$ cat config.mk
export PLATFORM = sky130hd
export DESIGN_NAME = tksf_alu
export DESIGN_NICKNAME = d
export VERILOG_FILES = /design/src/rtl/core/tksf_pkg.sv /design/src/rtl/core/tksf_alu.sv
export SDC_FILE = /design/constraint.sdc
export NUM_CORES = 2
export LEC_CHECK = 0
export BUFFER_PORTS_ARGS = -buffer_cell sky130_fd_sc_hd__buf_2
export CORE_ASPECT_RATIO = 0.6
export CORE_MARGIN = 3
export CORE_UTILIZATION = 53
export DETAILED_ROUTE_END_ITERATION = 7
export MAX_ROUTING_LAYER = met4
export PLACE_DENSITY = 0.69
export SLEW_MARGIN = 20
export SYNTH_ARGS = -nofsm -noshare
export SYNTH_HDL_FRONTEND = slang
export SYNTH_SLANG_ARGS = --single-unit
$ cat constraint.sdc
create_clock -name clk -period 16.2 [get_ports clk]
set_input_delay 0.81 -clock clk [delete_from_list [all_inputs] [get_ports clk]]
set_output_delay 0.81 -clock clk [all_outputs]
set_load 0.02 [all_outputs]
$ cat src/rtl/core/tksf_pkg.sv
// ---------------------------------------------------------------------------
// tksf_pkg
// Shared types, opcodes and microprogram for the two-state Kalman step core.
// ---------------------------------------------------------------------------
package tksf_pkg;

	// register-file addresses
	typedef enum logic [4:0] {
		R_ZERO, R_ONE, R_P00, R_P01, R_P10, R_P11, R_X0, R_X1,
		R_F00, R_F01, R_F10, R_F11, R_H0, R_H1, R_G0, R_G1,
		R_Q, R_R, R_Z, R_U, R_DT, R_T0, R_T1, R_T2,
		R_T3, R_M00, R_M01, R_M10, R_M11, R_K0, R_K1, R_T4
	} reg_t;

	// configuration register indexes
	typedef enum logic [2:0] {
		IDX_PHI00, IDX_PHI01, IDX_PHI10, IDX_PHI11,
		IDX_OBSERVE, IDX_CONTROL, IDX_QNOISE, IDX_RNOISE
	} cfg_idx_t;

	typedef enum logic [2:0] {S_IDLE, S_ISSUE, S_WAIT, S_DIV, S_OUT} st_t;

	typedef enum logic [2:0] {
		OP_MUL, OP_MAC, OP_ADD, OP_SUB, OP_DIV, OP_THIRD, OP_HALF, OP_END
	} op_t;

	// MUL:  d = a*b      MAC: d = acc + a*b  (acc = previous result)
	// ADD:  d = a+b      SUB: d = a-b
	// DIV:  d = a/b (b = innovation variance, fault path zeroes gain)
	typedef struct packed {
		op_t  op;
		reg_t a;
		reg_t b;
		reg_t d;
	} uword_t;

	localparam int SB = 6;

	function automatic uword_t uw(op_t o, reg_t a, reg_t b, reg_t d);
		uword_t w;
		w.op = o; w.a = a; w.b = b; w.d = d;
		return w;
	endfunction

	function automatic uword_t prog(logic [SB-1:0] pc);
		uword_t w;
		w = uw(OP_END, R_ZERO, R_ZERO, R_ZERO);
		case (pc)
			// dt2 -> T4, dt3 -> T0, Qk pieces
			6'd0:  w = uw(OP_MUL, R_DT, R_DT, R_T4);
			6'd1:  w = uw(OP_MUL, R_T4, R_DT, R_T0);
			6'd2:  w = uw(OP_THIRD, R_T0, R_ZERO, R_T0);
			6'd3:  w = uw(OP_MUL, R_T0, R_Q, R_M00);
			6'd4:  w = uw(OP_HALF, R_T4, R_ZERO, R_T4);
			6'd5:  w = uw(OP_MUL, R_T4, R_Q, R_M01);
			6'd6:  w = uw(OP_MUL, R_DT, R_Q, R_M11);
			// T = Phi P
			6'd7:  w = uw(OP_MUL, R_F00, R_P00, R_T0);
			6'd8:  w = uw(OP_MAC, R_F01, R_P10, R_T0);
			6'd9:  w = uw(OP_MUL, R_F00, R_P01, R_T1);
			6'd10: w = uw(OP_MAC, R_F01, R_P11, R_T1);
			6'd11: w = uw(OP_MUL, R_F10, R_P00, R_T2);
			6'd12: w = uw(OP_MAC, R_F11, R_P10, R_T2);
			6'd13: w = uw(OP_MUL, R_F10, R_P01, R_T3);
			6'd14: w = uw(OP_MAC, R_F11, R_P11, R_T3);
			// M = T Phi' + Qk  (P regs reused as scratch)
			6'd15: w = uw(OP_MUL, R_T0, R_F00, R_P00);
			6'd16: w = uw(OP_MAC, R_T1, R_F01, R_P00);
			6'd17: w = uw(OP_ADD, R_P00, R_M00, R_M00);
			6'd18: w = uw(OP_MUL, R_T0, R_F10, R_P00);
			6'd19: w = uw(OP_MAC, R_T1, R_F11, R_P00);
			6'd20: w = uw(OP_MUL, R_T2, R_F00, R_P01);
			6'd21: w = uw(OP_MAC, R_T3, R_F01, R_P01);
			6'd22: w = uw(OP_ADD, R_P01, R_M01, R_M10);
			6'd23: w = uw(OP_ADD, R_P00, R_M01, R_M01);
			6'd24: w = uw(OP_MUL, R_T2, R_F10, R_P00);
			6'd25: w = uw(OP_MAC, R_T3, R_F11, R_P00);
			6'd26: w = uw(OP_ADD, R_P00, R_M11, R_M11);
			// HM -> T0,T1 ; s -> T2 ; MH -> P00,P01
			6'd27: w = uw(OP_MUL, R_H0, R_M00, R_T0);
			6'd28: w = uw(OP_MAC, R_H1, R_M10, R_T0);
			6'd29: w = uw(OP_MUL, R_H0, R_M01, R_T1);
			6'd30: w = uw(OP_MAC, R_H1, R_M11, R_T1);
			6'd31: w = uw(OP_MUL, R_T0, R_H0, R_T2);
			6'd32: w = uw(OP_MAC, R_T1, R_H1, R_T2);
			6'd33: w = uw(OP_ADD, R_T2, R_R, R_T2);
			6'd34: w = uw(OP_MUL, R_M00, R_H0, R_P00);
			6'd35: w = uw(OP_MAC, R_M01, R_H1, R_P00);
			6'd36: w = uw(OP_MUL, R_M10, R_H0, R_P01);
			6'd37: w = uw(OP_MAC, R_M11, R_H1, R_P01);
			6'd38: w = uw(OP_DIV, R_P00, R_T2, R_K0);
			6'd39: w = uw(OP_DIV, R_P01, R_T2, R_K1);
			// A = I - K H  -> T0..T3
			6'd40: w = uw(OP_MUL, R_K0, R_H0, R_T0);
			6'd41: w = uw(OP_SUB, R_ONE, R_T0, R_T0);
			6'd42: w = uw(OP_MUL, R_K0, R_H1, R_T1);
			6'd43: w = uw(OP_SUB, R_ZERO, R_T1, R_T1);
			6'd44: w = uw(OP_MUL, R_K1, R_H0, R_T2);
			6'd45: w = uw(OP_SUB, R_ZERO, R_T2, R_T2);
			6'd46: w = uw(OP_MUL, R_K1, R_H1, R_T3);
			6'd47: w = uw(OP_SUB, R_ONE, R_T3, R_T3);
			// P = A M
			6'd48: w = uw(OP_MUL, R_T0, R_M00, R_P00);
			6'd49: w = uw(OP_MAC, R_T1, R_M10, R_P00);
			6'd50: w = uw(OP_MUL, R_T0, R_M01, R_P01);
			6'd51: w = uw(OP_MAC, R_T1, R_M11, R_P01);
			6'd52: w = uw(OP_MUL, R_T2, R_M00, R_P10);
			6'd53: w = uw(OP_MAC, R_T3, R_M10, R_P10);
			6'd54: w = uw(OP_MUL, R_T2, R_M01, R_P11);
			6'd55: w = uw(OP_MAC, R_T3, R_M11, R_P11);
			// Phi x -> T0,T1 ; G u -> T2,T3 (summed into xp in phase 2)
			6'd56: w = uw(OP_MUL, R_F00, R_X0, R_T0);
			6'd57: w = uw(OP_MAC, R_F01, R_X1, R_T0);
			6'd58: w = uw(OP_MUL, R_F10, R_X0, R_T1);
			6'd59: w = uw(OP_MAC, R_F11, R_X1, R_T1);
			6'd60: w = uw(OP_MUL, R_G0, R_U, R_T2);
			6'd61: w = uw(OP_MUL, R_G1, R_U, R_T3);
			// continuation at phase 2 (pc restarts at zero with the page bit set)
			default: w = uw(OP_END, R_ZERO, R_ZERO, R_ZERO);
		endcase
		return w;
	endfunction

	function automatic uword_t prog2(logic [SB-1:0] pc);
		uword_t w;
		w = uw(OP_END, R_ZERO, R_ZERO, R_ZERO);
		case (pc)
			6'd0:  w = uw(OP_MUL, R_H0, R_T0, R_M00);
			6'd1:  w = uw(OP_MAC, R_H1, R_T1, R_M00);
			6'd2:  w = uw(OP_SUB, R_Z, R_M00, R_M00);
			6'd3:  w = uw(OP_MUL, R_H0, R_T2, R_M01);
			6'd4:  w = uw(OP_MAC, R_H1, R_T3, R_M01);
			6'd5:  w = uw(OP_SUB, R_M00, R_M01, R_M00);
			6'd6:  w = uw(OP_ADD, R_T0, R_T2, R_T0);
			6'd7:  w = uw(OP_ADD, R_T1, R_T3, R_T1);
			6'd8:  w = uw(OP_MUL, R_K0, R_M00, R_T2);
			6'd9:  w = uw(OP_ADD, R_T0, R_T2, R_X0);
			6'd10: w = uw(OP_MUL, R_K1, R_M00, R_T3);
			6'd11: w = uw(OP_ADD, R_T1, R_T3, R_X1);
			default: w = uw(OP_END, R_ZERO, R_ZERO, R_ZERO);
		endcase
		return w;
	endfunction

endpackage

$ cat src/rtl/core/tksf_alu.sv
// ---------------------------------------------------------------------------
// tksf_alu
// Shared fixed-point datapath: registered multiply, add/sub, halve, divide by three, saturation.
// ---------------------------------------------------------------------------
module tksf_alu #(
	parameter int WORD_BITS = 32,
	parameter int FRAC_BITS = 16
) (
	input  logic                        clk,
	input  tksf_pkg::op_t               op,
	input  logic signed [WORD_BITS-1:0] a,
	input  logic signed [WORD_BITS-1:0] b,
	input  logic signed [WORD_BITS-1:0] acc,
	output logic signed [WORD_BITS-1:0] res
);
	import tksf_pkg::*;

	localparam int PW = 2 * WORD_BITS + 2;
	localparam logic signed [PW-1:0] MAXV = PW'((64'sd1 <<< (WORD_BITS - 1)) - 1);
	localparam logic signed [PW-1:0] MINV = -MAXV - 1;
	// divide by three as multiply by reciprocal; odd shift keeps it exact
	// for operands below 2^WORD_BITS
	localparam int TK = (WORD_BITS % 2 == 1) ? WORD_BITS : WORD_BITS + 1;
	localparam logic [63:0] TM = ((64'd1 << TK) + 64'd1) / 64'd3;

	logic signed [PW-1:0] prod_s1;
	logic signed [PW-1:0] prod;
	logic        [PW-1:0] pm;
	logic        [PW-1:0] pr;
	logic signed [PW-1:0] mres;
	logic signed [PW-1:0] sum;
	logic signed [PW-1:0] aw, bw, cw;
	logic        [PW-1:0] tx;
	logic        [PW-1:0] tp;

	// product register: one multiply per cycle, rounded on next cycle
	always_ff @(posedge clk) prod_s1 <= PW'(a) * PW'(b);

	function automatic logic signed [PW-1:0] satw(logic signed [PW-1:0] v);
		return v > MAXV ? MAXV : (v < MINV ? MINV : v);
	endfunction

	always_comb begin
		prod = prod_s1;
		pm   = prod[PW-1] ? PW'(-prod) : PW'(prod);
		pr   = (pm + (PW'(1) << (FRAC_BITS - 1))) >> FRAC_BITS;
		mres = satw(prod[PW-1] ? -$signed(pr) : $signed(pr));
		aw = PW'(a);
		bw = PW'(b);
		cw = PW'(acc);
		// operand of THIRD is nonnegative
		tx = PW'(aw + PW'(1));
		tp = tx * PW'(TM);
		case (op)
			OP_MUL:  sum = mres;
			OP_MAC:  sum = satw(cw + mres);
			OP_ADD:  sum = satw(aw + bw);
			OP_SUB:  sum = satw(aw - bw);
			OP_THIRD: sum = PW'(tp >> TK);
			OP_HALF: sum = (aw + PW'(1)) >>> 1;
			default: sum = '0;
		endcase
		res = WORD_BITS'(sum);
	end
endmodule

==> out/metrics.csv <==
stage,metric,value,unit
synth,synth_cells,7873,
grt,overflow,0,
timing,fin_tns_setup,0,ns
detailed_routing,wl_per_cell,26.4,um
synth,syn-num-nets,10100,
detailed_routing,postRouteAntennaNets,0,
synth,synthesis.area,68200,um2
synth,yosysSeqAreaShare,1.88,%
placed_design,gp_congestion,1.13,
die,die_w,469,um
timing,relSlewSlack,11.4,%
synth,ys_async_sr_fraction,0,%
timing,final-max-slew-violation-count,0,
timing,worstMarginPinSlew,1.31,ns
timing,setup_viol_count_final,0,
cells_and_area,area_delta_synth_final,4.02,%
worst_hold_path,min_path_cells,2,
detailed_routing,vias_per_cell,6.00,
setup_path,cpLargestDelayFamily,compound AO/OA/AOI/OAI gates,
synth,syn_avg_cell_area,8.67,um2
grt,grt_max_degree,84,
die,pin_count,132,
die,dieHeight,284,um
setup_path,crit_path_top_delay_cell,o21ai_4,
setup_path,crit_fanout,30,
clocking,cts_buffer_depth,2,
clocking,htree_levels,3,
die,row_count,101,
placed_design,portBuffers,131,
synth,synthFlopType,dfxtp_1,
synth,synth_edf_count,0,
clocking,cts.sinks,64,
synth,ys_ff_latch,64,
timing,hold_viol,0,
detailed_routing,vias,57100,
setup_path,cp_common_cell,nand4_1,
grt,grt_usage,38.9,%
worst_hold_path,worstHoldEndpoint,prod[0],
synth,netlist.area_leader.share,45.5,%
placed_design,place_hpwl,211000,um
clocking,root_buffer,clkbuf_16,
setup_path,critPathLaunchType,flip-flop,
setup_path,critPathMaxStageDelay,0.88,ns
setup_path,endpoint_kind,output pin,
setup_path,crit_required,15.39,ns
timing,max_clock_freq,65.8,MHz
timing,layout_min_cycle_time,15.20,ns
run_status,run_status,"finished, final reports clean",
detailed_routing,first_pass_iters,6,
cells_and_area,drive_above_1_share,4.49,%
timing,timing.final.crit_share,93.8,%
synth,yosys.cell_types.count,102,
die,coreArea,127000,um2
grt,antenna_found_initial,22,
setup_path,critPathBufInv,3,
clocking,cts_made_buffers,9,
die,design.die.area,133000,um2
synth,synth_top_area_cell,fa_1,
cells_and_area,largest_reg_flops,64,
clocking,cts.clk_slew.worst_paths,0.06,ns
detailed_routing,drcViolationCount,0,
flow_run,cap_violations,0,
setup_path,critical_path_arrival,14.39,ns
setup_path,worst-setup-path-type,flip-flop to output pin,
detailed_routing,drt-total-wl,251000,um
synth,ys_warn_count,0,
worst_hold_path,hold_path.class,input pin to flip-flop,
clocking,ctsHoldBuffers,0,
timing,rsz0062_at_grt,false,
clocking,cts_tree,built,
die,initial_core_util,53.7,%
synth,yosys-top-cells-area,"fa_1, ha_1, inv_1",
detailed_routing,first_iter_violations,7067,
cells_and_area,nets,10100,
grt,grt_pass1_wl,375000,um
timing,whs,1.25,ns
worst_hold_path,min-delay-start,a[0],
grt,grt_pass1_vias,56600,
## placed cells by master, fill, tap and decap left out, types with 19 or more instances in the layout
master / instances
a211oi_1: 36
a21o_1: 100
a21oi_1: 222
a221o_1: 19
a31oi_1: 28
and2_1: 208
and3_1: 44
buf_2: 131
buf_4: 118
dfxtp_1: 63
fa_1: 1550
ha_1: 617
inv_1: 1812
nand2_1: 953
nand2b_1: 67
nand3_1: 124
nand4_1: 66
nor2_1: 356
nor2b_1: 34
nor3_1: 80
nor4_1: 33
o211ai_1: 25
o21a_1: 25
o21ai_0: 171
o21ai_1: 24
o21bai_1: 33
o22ai_1: 27
o31ai_1: 60
or3_1: 48
or4_1: 21
xnor2_1: 232
xor2_1: 121
## through the flow
stage | setup slack, ns | cell area, um2 | utilization (%) | std cells
global placement | 0.991 | 70600 | 55.5 | 9479
floorplan | 2.09 | 68200 | - | 7873
global route | 0.284 | 71000 | 55.8 | 9508
finish | 1.00 | 71000 | 55.8 | 9515
detailed placement | 1.29 | 70600 | 55.5 | 9479
CTS | 0.893 | 70900 | 55.8 | 9495
## logic make-up (layout without fill, tap and decap cells)
logic type / Yosys count / count (layout) / share of synthesized area, %
simple gates: 2132 / 2132 / 14.8
buf+inv: 2154 / 2080 / 12.0
flops: 64 / 64 / 1.88
fa+ha+maj: 2167 / 2167 / 56.8
other cells: 0 / 17 / 0
xor+xnor: 356 / 356 / 4.57
compound gates: 982 / 982 / 9.75
mux: 18 / 18 / 0.290
## metal layers
layer | up-vias | track usage [%] | wire length, um
met5 | - | - | 0
met1 | 28400 | 57.2 | 110000
met3 | 329 | 21.9 | 48700
li1 | 24300 | - | -
met4 | 0 | 6.48 | 5650
met2 | 4081 | 45.5 | 87300
## how the worst max path moves through the flow
stage	cells past startpoint	startpoint	slack (ns)	to
after global placement	37	a[0]	0.99	res[25]
final	40	prod[14]	1.00	res[15]
after detailed placement	43	prod[14]	1.29	res[1]
after CTS	43	prod[14]	0.89	res[1]
after floorplan	58	prod[63]	2.09	res[26]
after global routing	44	prod[14]	0.28	res[15]
## timing repair
item / in CTS / in global routing
buffers inserted: 0 / 3
gates resized for setup: 0 / 2
setup endpoints to repair: 0 / 18
## final cells by class
cell class                 count  area, um2
antenna                       17       42.5
clock buffer                  10        239
clock inverter                 6       43.8
fill                       11700      56200
inverter                    1814       6810
multi-input combinational   5655      58900
sequential                    64       1280
tap                         1699       2130
timing repair buffer         250       1560
## Yosys cell counts (all sizes together), types with 61 or more instances
master,number
a21o,100
a21oi,222
and2,208
clkbuf,293
dfxtp,64
fa,1550
ha,617
inv,1813
nand2,953
nand2b,67
nand3,126
nand4,66
nor2,358
nor3,86
o21ai,199
o31ai,61
xnor2,232
xor2,124
Power is left out: the tool's default activity adds up to more than one toggle a clock period on the data nets, which glitch-free logic cannot reach.
