File: src/rtl/core/tksf_div.sv
// ---------------------------------------------------------------------------
// tksf_div
// Restoring divider, one quotient bit per cycle, round to nearest, saturate.
// ---------------------------------------------------------------------------
module tksf_div #(
	parameter int WORD_BITS = 32,
	parameter int FRAC_BITS = 16
) (
	input  logic                        clk,
	input  logic                        arst_n,
	input  logic                        start,
	input  logic signed [WORD_BITS-1:0] num,
	input  logic signed [WORD_BITS-1:0] den,
	output logic                        done,
	output logic signed [WORD_BITS-1:0] quo
);
	localparam int NB = WORD_BITS + FRAC_BITS;
	localparam int CB = $clog2(NB + 1);

	logic [NB-1:0]      n_q;
	logic [WORD_BITS:0] r_q;
	logic [WORD_BITS:0] d_q;
	logic [NB:0]        q_q;
	logic               neg_q;
	logic               busy_q;
	logic [CB-1:0]      cnt_q;
	logic [WORD_BITS+1:0] rs;
	logic               ge;
	logic [NB:0]        qr;
	logic [WORD_BITS:0] lim;
	logic [NB:0]        qmag;

	assign rs = {r_q, n_q[NB-1]};
	assign ge = rs >= {1'b0, d_q};

	always_ff @(posedge clk or negedge arst_n) begin
		if (!arst_n) begin
			busy_q <= 1'b0;
			cnt_q  <= '0;
			done   <= 1'b0;
		end else begin
			done <= 1'b0;
			if (start) begin
				busy_q <= 1'b1;
				cnt_q  <= '0;
			end else if (busy_q) begin
				cnt_q <= cnt_q + 1'b1;
				if (cnt_q == CB'(NB - 1)) begin
					busy_q <= 1'b0;
					done   <= 1'b1;
				end
			end
		end
	end

	always_ff @(posedge clk) begin
		if (start) begin
			neg_q <= num[WORD_BITS-1];
			n_q   <= {(num[WORD_BITS-1] ? WORD_BITS'(-num) : WORD_BITS'(num)),
				{FRAC_BITS{1'b0}}};
			if (num == {1'b1, {(WORD_BITS-1){1'b0}}})
				n_q <= {1'b1, {(NB-1){1'b0}}};
			r_q   <= '0;
			q_q   <= '0;
			d_q   <= {1'b0, den};
		end else if (busy_q) begin
			n_q <= n_q << 1;
			r_q <= ge ? (WORD_BITS+1)'(rs - {1'b0, d_q}) : rs[WORD_BITS:0];
			q_q <= {q_q[NB-1:0], ge};
		end
	end

	// final rounding: remainder >= d - remainder
	always_comb begin
		qr = q_q + ((r_q >= (d_q - r_q)) ? (NB+1)'(1) : '0);
		qmag = qr;
		lim = neg_q ? {1'b0, 1'b1, {(WORD_BITS-1){1'b0}}}
			: {2'b00, {(WORD_BITS-1){1'b1}}};
		if (qmag > (NB+1)'(lim)) qmag = (NB+1)'(lim);
		quo = neg_q ? WORD_BITS'(-qmag) : WORD_BITS'(qmag);
	end
endmodule

File: config.mk
export PLATFORM = sky130hd
export DESIGN_NAME = tksf_div
export DESIGN_NICKNAME = d
export VERILOG_FILES = /design/src/rtl/core/tksf_div.sv
export SDC_FILE = /design/constraint.sdc
export NUM_CORES = 1
export LEC_CHECK = 0
export CORE_AREA = 3 3 163 165
export CTS_BUF_LIST = sky130_fd_sc_hd__clkbuf_8 sky130_fd_sc_hd__clkbuf_16
export DETAILED_ROUTE_END_ITERATION = 16
export DIE_AREA = 0 0 166 168
export DONT_BUFFER_PORTS = 1
export PLACE_DENSITY_LB_ADDON = 0.15
export SETUP_SLACK_MARGIN = 0.2
export SKIP_LAST_GASP = 1
export SYNTH_ARGS = -nofsm -noshare
export SYNTH_HDL_FRONTEND = slang
export SYNTH_SLANG_ARGS = --single-unit
File: constraint.sdc
create_clock -name clk -period 9.88 [get_ports clk]
set_input_delay 0.494 -clock clk [delete_from_list [all_inputs] [get_ports clk]]
set_output_delay 0.494 -clock clk [all_outputs]
set_load 0.05 [all_outputs]
==> flow_metrics.py, run 1 <==
metrics = {
    "routing": {
        "met2_length_um": 15500,
        "drt_pass1_iterations": 8,
        "wl_met3_um": 1740,
        "drt.antenna.violating_nets": 0,
        "drc_errors": 0,
        "num_vias": 12200,
        "drt_wl_total_um": 33800,
        "wl_met1_um": 16100,
        "viasPerCell": 5.89,
        "drt_iter0_markers": 1062,
        "top_layer": "met4",
        "avgRoutedWirePerCell_um": 16.3,
    },
    "critical_path": {
        "worst_path_largest_cell_delay_ns": 0.42,
        "worstPathMaxFanout": 6,
        "criticalPathCategory": "reg -> out",
        "end_kind": "output pin",
        "cp_data_required_time_ns": 9.39,
        "path_common_cell": "nand4_1",
        "slowest_stage": "or3_4",
        "cp.arrival_ns": 9.58,
        "critPathBufInv": 5,
        "cp-start-kind": "flip-flop",
        "crit_family": "simple AND/OR/NAND/NOR gates",
    },
    "logic_synthesis": {
        "syn-num-nets": 1840,
        "synth.largest_area_cell": "edfxtp_1",
        "syn_area_um2": 13500,
        "synth_top_area_share_pct": 14.4,
        "postSynthAreaPerCell_um2": 8.25,
        "synth_cell_types": 77,
        "yosysWarnings": 0,
        "synth-main-ff-cell": "dfxtp_1",
        "synth-edff-count": 65,
        "async_flop_share_pct": 5.16,
        "ys_seq_area_share_pct": 28.1,
        "synth-seq-cells": 155,
        "synthTopCellsByArea": "edfxtp_1, ha_1, dfxtp_1",
        "synthCells": 1638,
    },
    "place": {
        "dp_hpwl_um": 23900,
        "placed_area_um2": 14600,
        "place_inst": 2005,
        "routabilityCongestion": 0.908,
        "portBuffers": 0,
    },
    "final_layout": {
        "fin_area_um2": 15900,
        "fin_cells": 2076,
        "syn_to_final_growth_pct": 17.9,
        "final_cell_mix": "nor2_1, buf_4, ha_1",
        "utilization_pct": 63.3,
        "final_common_cell": "nor2_1",
        "layout.nets": 1935,
        "drive_gt1_share_pct": 16.5,
        "n_antenna_cell": 0,
    },
    "pwr": {
        "leakage_nw": 7.29,
        "p_per_area_nw_per_um2": 298,
        "internal_power_mw": 2.51,
        "ir_drop_v": 0.000278,
        "p_comb_share_pct": 67.7,
        "pwr-share-seq_pct": 18.2,
        "power.switching_mw": 2.23,
        "switching_share_pct": 47.0,
        "clkPwrFrac_pct": 14.1,
    },
    "global_routing": {
        "grt_usage_pct": 23.6,
        "antenna_found_initial": 0,
        "grt_first_pass_wirelength_um": 56000,
        "grt_max_degree": 158,
        "grt_pass1_vias": 11500,
        "overflow": 0,
    },
    "timing": {
        "fin_worst_skew_ns": 0.0200,
        "tightest_slew_ns": 1.18,
        "setup_viol": 4,
        "period_needed_ns": 10.07,
        "fmax_ghz": 0.0993,
        "whs_ns": 0.142,
        "rsz0062_at_grt": "true",
        "slew_viol_final": 0,
        "period_share_pct": 102,
        "setup_slack_ns": -0.191,
        "hold_violations": 0,
        "relSlewSlack_pct": 21.2,
        "setup_tns_ns": -0.418,
    },
    "run_status": {
        "failed_checks": "setup timing",
        "status": "complete, but fails checks",
    },
    "floorplan": {
        "row_count": 58,
        "core_area_um2": 25200,
        "die_x_um": 166,
        "die_area_um2": 27900,
        "die_y_um": 168,
        "start_util_pct": 53.6,
        "ios": 100,
    },
    "cts": {
        "cts-htree-levels": 4,
        "cts.clk_slew.worst_paths_ns": 0.08,
        "clock_sinks": 155,
        "clk_latency_ns": 0.44,
        "cts_made_buffers": 17,
        "cts_tree": "built",
        "cts_root_buffer": "clkbuf_16",
        "clockBufferDepth": 2,
    },
    "job": {
        "drv_cap": 0,
    },
    "hold_path": {
        "hp-class": "in -> reg",
    },
}
## final timing paths
path,startpoint,endpoint,slack (ns),depth (start not counted)
worst max-delay path,d_q[0]$_DFFE_PP_,quo[26],-0.19,47
worst min-delay path,den[19],d_q[19]$_DFFE_PP_,0.14,0
worst max register to register,n_q[47]$_DFFE_PP_,r_q[22]$_SDFFE_PP0P_,5.59,13
worst min register to register,r_q[32]$_SDFFE_PP0P_,r_q[32]$_SDFFE_PP0P_,0.52,2
max in group asynchronous,arst_n,busy_q$_DFF_PN0_,9.11,1
min in group asynchronous,arst_n,busy_q$_DFF_PN0_,0.43,1
## power by group through the flow
stage               Sequential [mW]  Clock (mW)  Combinational (mW)
floorplan                     0.851           0                2.20
global placement              0.875           0                2.88
detailed placement            0.876           0                2.90
CTS                           0.863       0.683                3.05
global route                  0.879       0.714                3.51
finish                        0.866       0.669                3.21
## area by class of cell
type,instances,area [µm²]
Tap cell,330,413
Clock buffer,17,425
Fill cell,2171,9250
Clock inverter,15,181
Multi-Input combinational cell,1279,9370
Timing Repair Buffer,152,1260
Inverter,128,480
Sequential cell,155,3800
## cells in the mapped netlist, types with 6 or more instances
cell type	number
a211oi_1	41
nor2_1	181
nor4_2	6
a21oi_1	113
nor2b_1	16
nor3b_1	6
dfrtp_1	8
o31a_1	6
nor3_1	47
nand2b_1	24
a31oi_1	7
o21ai_0	64
dfxtp_1	82
nand2_1	79
xnor2_1	60
nor4_1	12
or4_1	8
nand4_1	33
and4_1	13
mux2i_1	56
o22ai_1	44
or3_1	23
and3_1	16
o211ai_1	14
buf_2	14
a21o_1	48
nand3_1	46
buf_1	7
clkbuf_1	45
ha_1	133
o21a_1	21
or2_2	7
o31ai_1	15
edfxtp_1	65
xor2_1	67
buf_4	8
inv_1	126
## sequential cells by signal, summed over array words and instances, names as in the netlist
register  cells
neg_q         1
d_q          32
q_q          49
r_q          33
n_q          32
done          1
cnt_q         6
busy_q        1
## cells by family (layout without fill, tap and decap cells)
kind of cell | after synthesis | after routing | synth area share, %
muxes | 62 | 62 | 4.65
AOI/OAI and AO/OA | 420 | 420 | 20.1
buffers and inverters | 204 | 312 | 6.13
DFF | 155 | 155 | 28.1
and+or+nand+nor | 535 | 535 | 20.2
xor gates and xnor gates | 127 | 127 | 8.23
adders and majority gates | 135 | 135 | 12.6
## worst register-to-register path: cells and delay by family, from the launching register on
family / cells / cell delay (ns)
buffers and inverters: 2 / 0.57
AO/OA/AOI/OAI: 6 / 1.44
flip-flops: 1 / 0.47
multiplexers: 1 / 0.39
AND/OR/NAND/NOR: 2 / 0.72
adder cells (fa/ha/maj): 2 / 0.64
## layer usage
layer | GRT usage [%] | up-vias
met5 | 0 | -
met4 | 5.97 | 0
met3 | 4.04 | 42
met2 | 38.6 | 344
met1 | 32.7 | 5685
li1 | - | 6155
## per-stage QoR
stage               setup WS [ns]  total power, mW
global route               -0.766             5.10
global placement           0.0215             3.75
floorplan                   0.171             3.05
finish                     -0.191             4.75
CTS                        0.0619             4.60
detailed placement         -0.263             3.78
## what timing repair did
item,CTS,global route
setup endpoints to repair,13,11
hold buffers,1,0
buffers inserted,27,11
hold endpoints to repair,8,0
gates resized for setup,49,41
pin swaps,39,22
(Power assumes the default switching activity.)
==> run 2, diff against run 1 <==
--- a/config.mk
+++ b/config.mk
@@ -5,11 +5,12 @@
 export SDC_FILE = /design/constraint.sdc
 export NUM_CORES = 1
 export LEC_CHECK = 0
-export CORE_AREA = 3 3 163 165
+export ABC_AREA = 1
+export BUFFER_PORTS_ARGS = -buffer_cell sky130_fd_sc_hd__buf_2
+export CORE_AREA = 3 3 166 168
 export CTS_BUF_LIST = sky130_fd_sc_hd__clkbuf_8 sky130_fd_sc_hd__clkbuf_16
 export DETAILED_ROUTE_END_ITERATION = 16
-export DIE_AREA = 0 0 166 168
-export DONT_BUFFER_PORTS = 1
+export DIE_AREA = 0 0 169 171
 export PLACE_DENSITY_LB_ADDON = 0.15
 export SETUP_SLACK_MARGIN = 0.2
 export SKIP_LAST_GASP = 1
==> run 2 against run 1 <==
Against the previous run: the flow now finishes without violations; sequential power decreased by 2.4%; power decreased by 9.1%; area after synthesis increased by 3.7%; cell area increased by 0.12%; die area increased by 3.6%; count of clock-buffer cells in the layout unchanged; first-iteration DRC count decreased by 4.4%; setup slack improved by 0.81 ns; sequential cell count unchanged; global-route usage increased by 4.0 points.
==> flow_metrics.py, run 2 <==
metrics = {
    "run_status": {
        "status": "complete, no violations",
    },
    "logic_synthesis": {
        "syn-num-nets": 2276,
        "postSynthAreaPerCell_um2": 6.76,
        "synthXorXnorAreaFrac_pct": 7.19,
        "yosysWarnings": 0,
        "synth-edff-count": 65,
        "synth_top_area_share_pct": 13.9,
        "synth.most_common_cell": "nand2_1",
        "synthCells": 2074,
        "synth_common_cells": "nand2_1, inv_1, nor2_1, a21oi_1, ha_1",
        "syn_area_um2": 14000,
        "synthSimpleGateAreaFrac_pct": 28.1,
        "synth_top_family_by_area": "simple AND/OR/NAND/NOR gates",
        "synthAdderAreaFrac_pct": 12.2,
        "synth-seq-cells": 155,
        "synth.area.mux_share_pct": 0,
        "async_flop_share_pct": 5.16,
        "synth.largest_area_cell": "edfxtp_1",
        "synth-compound-area-share_pct": 16.6,
        "ys_seq_area_share_pct": 27.1,
        "synth-main-ff-cell": "dfxtp_1",
        "synth_cell_types": 53,
        "synthTopCellsByArea": "edfxtp_1, nand2_1, ha_1",
    },
    "place": {
        "portBuffers": 99,
        "dp_slack_ns": 0.441,
        "dp_hpwl_um": 31500,
        "routabilityCongestion": 0.973,
    },
    "final_layout": {
        "reg_top3": "q_q: 49 flops, r_q: 33 flops",
        "layout.nets": 2371,
        "syn_to_final_growth_pct": 13.8,
        "nFillCells": 2443,
        "drive_gt1_share_pct": 12.3,
        "register_area_um2": 3790,
        "multi_input_area_um2": 9310,
        "final_common_cell": "nand2_1",
        "regMostFlops": "q_q",
        "final_cell_mix": "nand2_1, inv_1, nor2_1",
        "largest_register_ffs": 49,
        "n_antenna_cell": 0,
    },
    "pwr": {
        "ir_drop_v": 0.000319,
        "p_per_area_nw_per_um2": 270,
        "leakage_nw": 7.48,
    },
    "cts": {
        "clockBufferDepth": 2,
        "clock_sinks": 155,
        "cts_root_buffer": "clkbuf_16",
        "cts_made_buffers": 17,
        "clk_latency_ns": 0.45,
        "cts.clk_slew.worst_paths_ns": 0.09,
        "cts_tree": "built",
        "cts-htree-levels": 4,
    },
    "timing": {
        "fin_worst_skew_ns": 0.0178,
        "setup_viol": 0,
        "fmax_ghz": 0.108,
        "tightest_slew_ns": 0.933,
        "slew_viol_final": 0,
        "period_needed_ns": 9.26,
        "hold_violations": 0,
        "setup_slack_ns": 0.618,
        "setup_tns_ns": 0,
        "relSlewSlack_pct": 37.7,
        "rsz0062_at_grt": "false",
        "period_share_pct": 93.7,
    },
    "routing": {
        "drt_wl_total_um": 40300,
        "avgRoutedWirePerCell_um": 16.0,
        "num_vias": 14100,
        "viasPerCell": 5.62,
        "drt_iter0_markers": 1015,
        "drt.antenna.violating_nets": 0,
        "drt_pass1_iterations": 5,
        "drc_errors": 0,
    },
    "hold_path": {
        "hp-class": "in -> reg",
    },
    "global_routing": {
        "overflow": 0,
        "grt_max_degree": 66,
        "grt_pass1_vias": 13700,
        "antenna_found_initial": 0,
        "grt_usage_pct": 27.6,
        "grt_first_pass_wirelength_um": 65800,
    },
    "critical_path": {
        "cp-start-kind": "flip-flop",
        "worst_path_largest_cell_delay_ns": 0.42,
        "criticalPathCategory": "reg -> out",
        "crit_family": "simple AND/OR/NAND/NOR gates",
        "reg2reg_slack_ns": 5.63,
        "cp_data_required_time_ns": 9.39,
        "path_common_cell": "nand2_1",
        "slowest_stage": "edfxtp_1",
        "worstPathMaxFanout": 7,
        "cp.arrival_ns": 8.77,
        "critPathBufInv": 6,
        "end_kind": "output pin",
    },
    "floorplan": {
        "start_util_pct": 53.8,
        "ios": 100,
        "die_y_um": 171,
        "core_area_um2": 26100,
        "die_area_um2": 28900,
        "die_x_um": 169,
        "row_count": 59,
    },
    "job": {
        "drv_cap": 0,
    },
}
[run 2: cell count changes in the layout (fill, tap and decap cells not counted), moves of 36 or more]
cell | previous run | this run
a211oi_1 | 38 | 2
buf_4 | 134 | 26
mux2i_1 | 56 | 0
a21oi_1 | 100 | 136
o21ai_0 | 55 | 121
inv_1 | 125 | 267
nand2_1 | 77 | 478
buf_2 | 0 | 78
a21o_1 | 48 | 7
[run 2: per-stage QoR]
step	utilization, %	instance area [µm²]	power (mW)	hold slack (ns)	std cells
global route	61.2	15900	4.66	0.203	2517
finish	61.2	15900	4.31	0.212	2517
detailed placement	56.8	14800	3.42	0.355	2471
global placement	56.8	14800	3.38	0.354	2471
floorplan	-	14000	2.82	0.198	2074
CTS	59.4	15500	4.15	0.199	2504
[run 2: timing repair]
| item | in CTS | in global routing |
|---|---|---|
| hold buffers | 1 | 0 |
| setup endpoints to repair | 29 | 32 |
| pin swaps | 0 | 20 |
| endpoints found under the hold margin | 8 | 0 |
| buffers inserted | 0 | 13 |
| resized for setup | 14 | 116 |
[run 2: final timing paths]
| path | start | endpoint | cells past startpoint |
|---|---|---|---|
| max | d_q[0]$_DFFE_PP_ | quo[14] | 56 |
| min | den[11] | d_q[11]$_DFFE_PP_ | 1 |
| max reg2reg | n_q[47]$_DFFE_PP_ | r_q[32]$_SDFFE_PP0P_ | 21 |
| min reg2reg | cnt_q[4]$_DFFE_PN0P_ | cnt_q[4]$_DFFE_PN0P_ | 1 |
| max in group asynchronous | arst_n | cnt_q[2]$_DFFE_PN0P_ | 2 |
| min in group asynchronous | arst_n | cnt_q[4]$_DFFE_PN0P_ | 2 |
[run 2: cell families after synthesis]
kind of cell | after synthesis
simple gates | 938
compound gates | 410
buf+inv | 321
flops | 155
fa+ha+maj | 135
xor+xnor | 115
[run 2: layer usage]
layer	up-vias	share of wire [%]	GRT usage, %
met2	461	47	47.4
met5	-	0	0
li1	7127	-	-
met3	114	4.8	3.26
met1	6439	44	34.9
met4	0	4.7	12.6
[run 2: worst register-to-register path, delay by kind of cell (launching register included)]
kind	cells	cell delay (ns)
adders and majority gates	2	0.64
DFF	1	0.41
AOI/OAI and AO/OA	5	0.91
and+or+nand+nor	11	1.43
buffers and inverters	3	0.79
[run 2: area by class of cell]
cell class                 instances  area share (%)
inverter                         275            6.48
timing repair buffer             122            4.73
tap                              335            2.63
clock buffer                      17            2.67
sequential                       155            23.8
multi-input combinational       1598            58.4
clock inverter                    15            1.31
[run 2: power breakdown]
| group | internal [mW] | switching, mW |
|---|---|---|
| Sequential | 0.759 | 0.0855 |
| Combinational | 0.969 | 1.80 |
| Clock | 0.353 | 0.349 |
==> run 3, diff against run 2 <==
--- a/config.mk
+++ b/config.mk
@@ -12,8 +12,10 @@
 export DETAILED_ROUTE_END_ITERATION = 16
 export DIE_AREA = 0 0 169 171
 export PLACE_DENSITY_LB_ADDON = 0.15
+export REMOVE_ABC_BUFFERS = 1
 export SETUP_SLACK_MARGIN = 0.2
 export SKIP_LAST_GASP = 1
+export SLEW_MARGIN = 10
 export SYNTH_ARGS = -nofsm -noshare
 export SYNTH_HDL_FRONTEND = slang
 export SYNTH_SLANG_ARGS = --single-unit
==> run 3 against run 2 <==
Against the previous run: count of clock-buffer cells in the layout unchanged; sequential power up 0.7%; global-route usage up 0.42 points; die area unchanged; critical path type unchanged; critical endpoint unchanged.
==> flow_metrics.py, run 3 (synthesis gave the netlist of run 2 again) <==
metrics = {
    "final_layout": {
        "reg_top3": "q_q: 49 flops, r_q: 33 flops",
        "nFillCells": 2413,
        "n_antenna_cell": 0,
        "final_common_cell": "nand2_1",
        "regMostFlops": "q_q",
        "register_area_um2": 3800,
        "syn_to_final_growth_pct": 15.7,
        "fin_area_um2": 16200,
        "layout.nets": 2387,
        "largest_register_ffs": 49,
        "multi_input_area_um2": 9440,
        "drive_gt1_share_pct": 13.7,
        "final_cell_mix": "nand2_1, inv_1, nor2_1",
    },
    "job": {
        "drv_cap": 0,
    },
    "routing": {
        "avgRoutedWirePerCell_um": 16.5,
        "drt_pass1_iterations": 6,
        "drt_wl_total_um": 41800,
        "drt.antenna.violating_nets": 0,
        "num_vias": 14500,
        "viasPerCell": 5.71,
        "drt_iter0_markers": 1206,
        "drc_errors": 0,
    },
    "timing": {
        "relSlewSlack_pct": 34.1,
        "setup_viol": 0,
        "fin_worst_skew_ns": 0.0235,
        "period_needed_ns": 9.20,
        "period_share_pct": 93.1,
        "setup_tns_ns": 0,
        "fmax_ghz": 0.109,
        "tightest_slew_ns": 0.987,
        "slew_viol_final": 0,
        "rsz0062_at_grt": "false",
        "hold_violations": 0,
    },
    "critical_path": {
        "worst_path_largest_cell_delay_ns": 0.40,
        "cp_data_required_time_ns": 9.39,
        "crit_end": "quo[14]",
        "end_kind": "output pin",
        "slowest_stage": "edfxtp_1",
        "cp-start-kind": "flip-flop",
        "cp.arrival_ns": 8.71,
        "reg2reg_slack_ns": 5.37,
        "path_common_cell": "nand2_1",
        "reg2reg_from": "d_q[0]$_DFFE_PP_",
        "reg2reg_to": "r_q[32]$_SDFFE_PP0P_",
        "criticalPathCategory": "reg -> out",
        "cp-startpoint": "d_q[0]$_DFFE_PP_",
        "reg2reg_depth": 21,
        "worstPathMaxFanout": 7,
    },
    "floorplan": {
        "die_y_um": 171,
        "core_area_um2": 26100,
        "die_area_um2": 28900,
        "row_count": 59,
        "ios": 100,
        "start_util_pct": 53.8,
        "die_x_um": 169,
    },
    "hold_path": {
        "hp-class": "in -> reg",
    },
    "global_routing": {
        "grt_usage_pct": 28.0,
        "antenna_found_initial": 1,
        "overflow": 0,
        "use_met1_pct": 40.6,
        "grt_first_pass_wirelength_um": 66800,
        "busiest_layer": "met2",
        "met3_usage_pct": 4.92,
        "met2_usage_pct": 43.2,
        "grt_pass1_vias": 13400,
        "grt_max_degree": 81,
    },
    "cts": {
        "clockBufferDepth": 2,
        "cts_made_buffers": 17,
        "clock_sinks": 155,
        "cts.clk_slew.worst_paths_ns": 0.08,
        "clk_latency_ns": 0.44,
        "cts-htree-levels": 4,
        "cts_tree": "built",
        "cts_root_buffer": "clkbuf_16",
    },
    "place": {
        "dp_hpwl_um": 31600,
        "routabilityCongestion": 0.989,
        "placed_area_um2": 14800,
        "portBuffers": 99,
    },
    "pwr": {
        "p_per_area_nw_per_um2": 270,
        "leakage_nw": 7.59,
        "ir_drop_v": 0.000322,
    },
    "run_status": {
        "status": "complete, no violations",
    },
}
==> run 3: layer usage <==
metal / part of all wire (%) / wire length, µm
met1: 48 / 19900
met5: 0.031 / 13
met4: 1.8 / 749
met2: 43 / 17900
met3: 7.6 / 3190
==> run 3: power breakdown <==
part | switching [mW] | internal (mW)
Sequential | 0.0909 | 0.760
Combinational | 1.84 | 1.02
Clock | 0.321 | 0.337
Total | 2.25 | 2.12
==> run 3: final cells by class <==
class | instances | area share (%)
clock buffers | 17 | 2.62
clock inverters | 15 | 0.903
inverters | 275 | 6.37
multi-input cells | 1599 | 58.2
flip-flops and latches | 155 | 23.4
well taps | 335 | 2.59
repair buffers | 137 | 5.89
==> run 3: per-stage QoR <==
stage | hold slack (ns) | total power, mW | utilization, % | cells | setup WS, ns
after floorplan | 0.198 | 2.80 | - | 2028 | 0.548
after global placement | 0.352 | 3.38 | 56.8 | 2471 | 0.357
after detailed placement | 0.352 | 3.43 | 56.8 | 2471 | 0.0761
after CTS | 0.209 | 4.12 | 59.4 | 2509 | 0.226
after global routing | 0.213 | 4.70 | 62.2 | 2533 | 0.0714
final | 0.218 | 4.37 | 62.2 | 2533 | 0.681
==> run 3: what timing repair did <==
| action | in CTS | in global routing |
|---|---|---|
| endpoints found under the hold margin | 8 | 0 |
| cloned | 0 | 3 |
| hold buffers | 1 | 0 |
| endpoints found under the setup margin | 31 | 32 |
| buffers inserted | 5 | 21 |
| pin swaps | 3 | 36 |
| gates resized for setup | 20 | 151 |
==> run 3: worst max-delay path, delay by kind of cell (launching register included) <==
kind                     cells  cell delay (ns)
buffers and inverters        9             0.87
adder cells (fa/ha/maj)      6             1.55
AO/OA/AOI/OAI               15             2.11
XOR/XNOR                     2             0.37
AND/OR/NAND/NOR             24             2.95
flip-flops                   1             0.40
==> run 3: how the worst min path moves through the flow <==
| stage | slack, ns | to | from | cells past startpoint |
|---|---|---|---|---|
| floorplan | 0.20 | busy_q$_DFF_PN0_ | arst_n | 0 |
| global placement | 0.35 | done$_DFF_PN0_ | arst_n | 1 |
| detailed placement | 0.35 | done$_DFF_PN0_ | arst_n | 1 |
| CTS | 0.21 | d_q[5]$_DFFE_PP_ | den[5] | 1 |
| global route | 0.21 | d_q[7]$_DFFE_PP_ | den[7] | 1 |
| finish | 0.22 | d_q[7]$_DFFE_PP_ | den[7] | 1 |
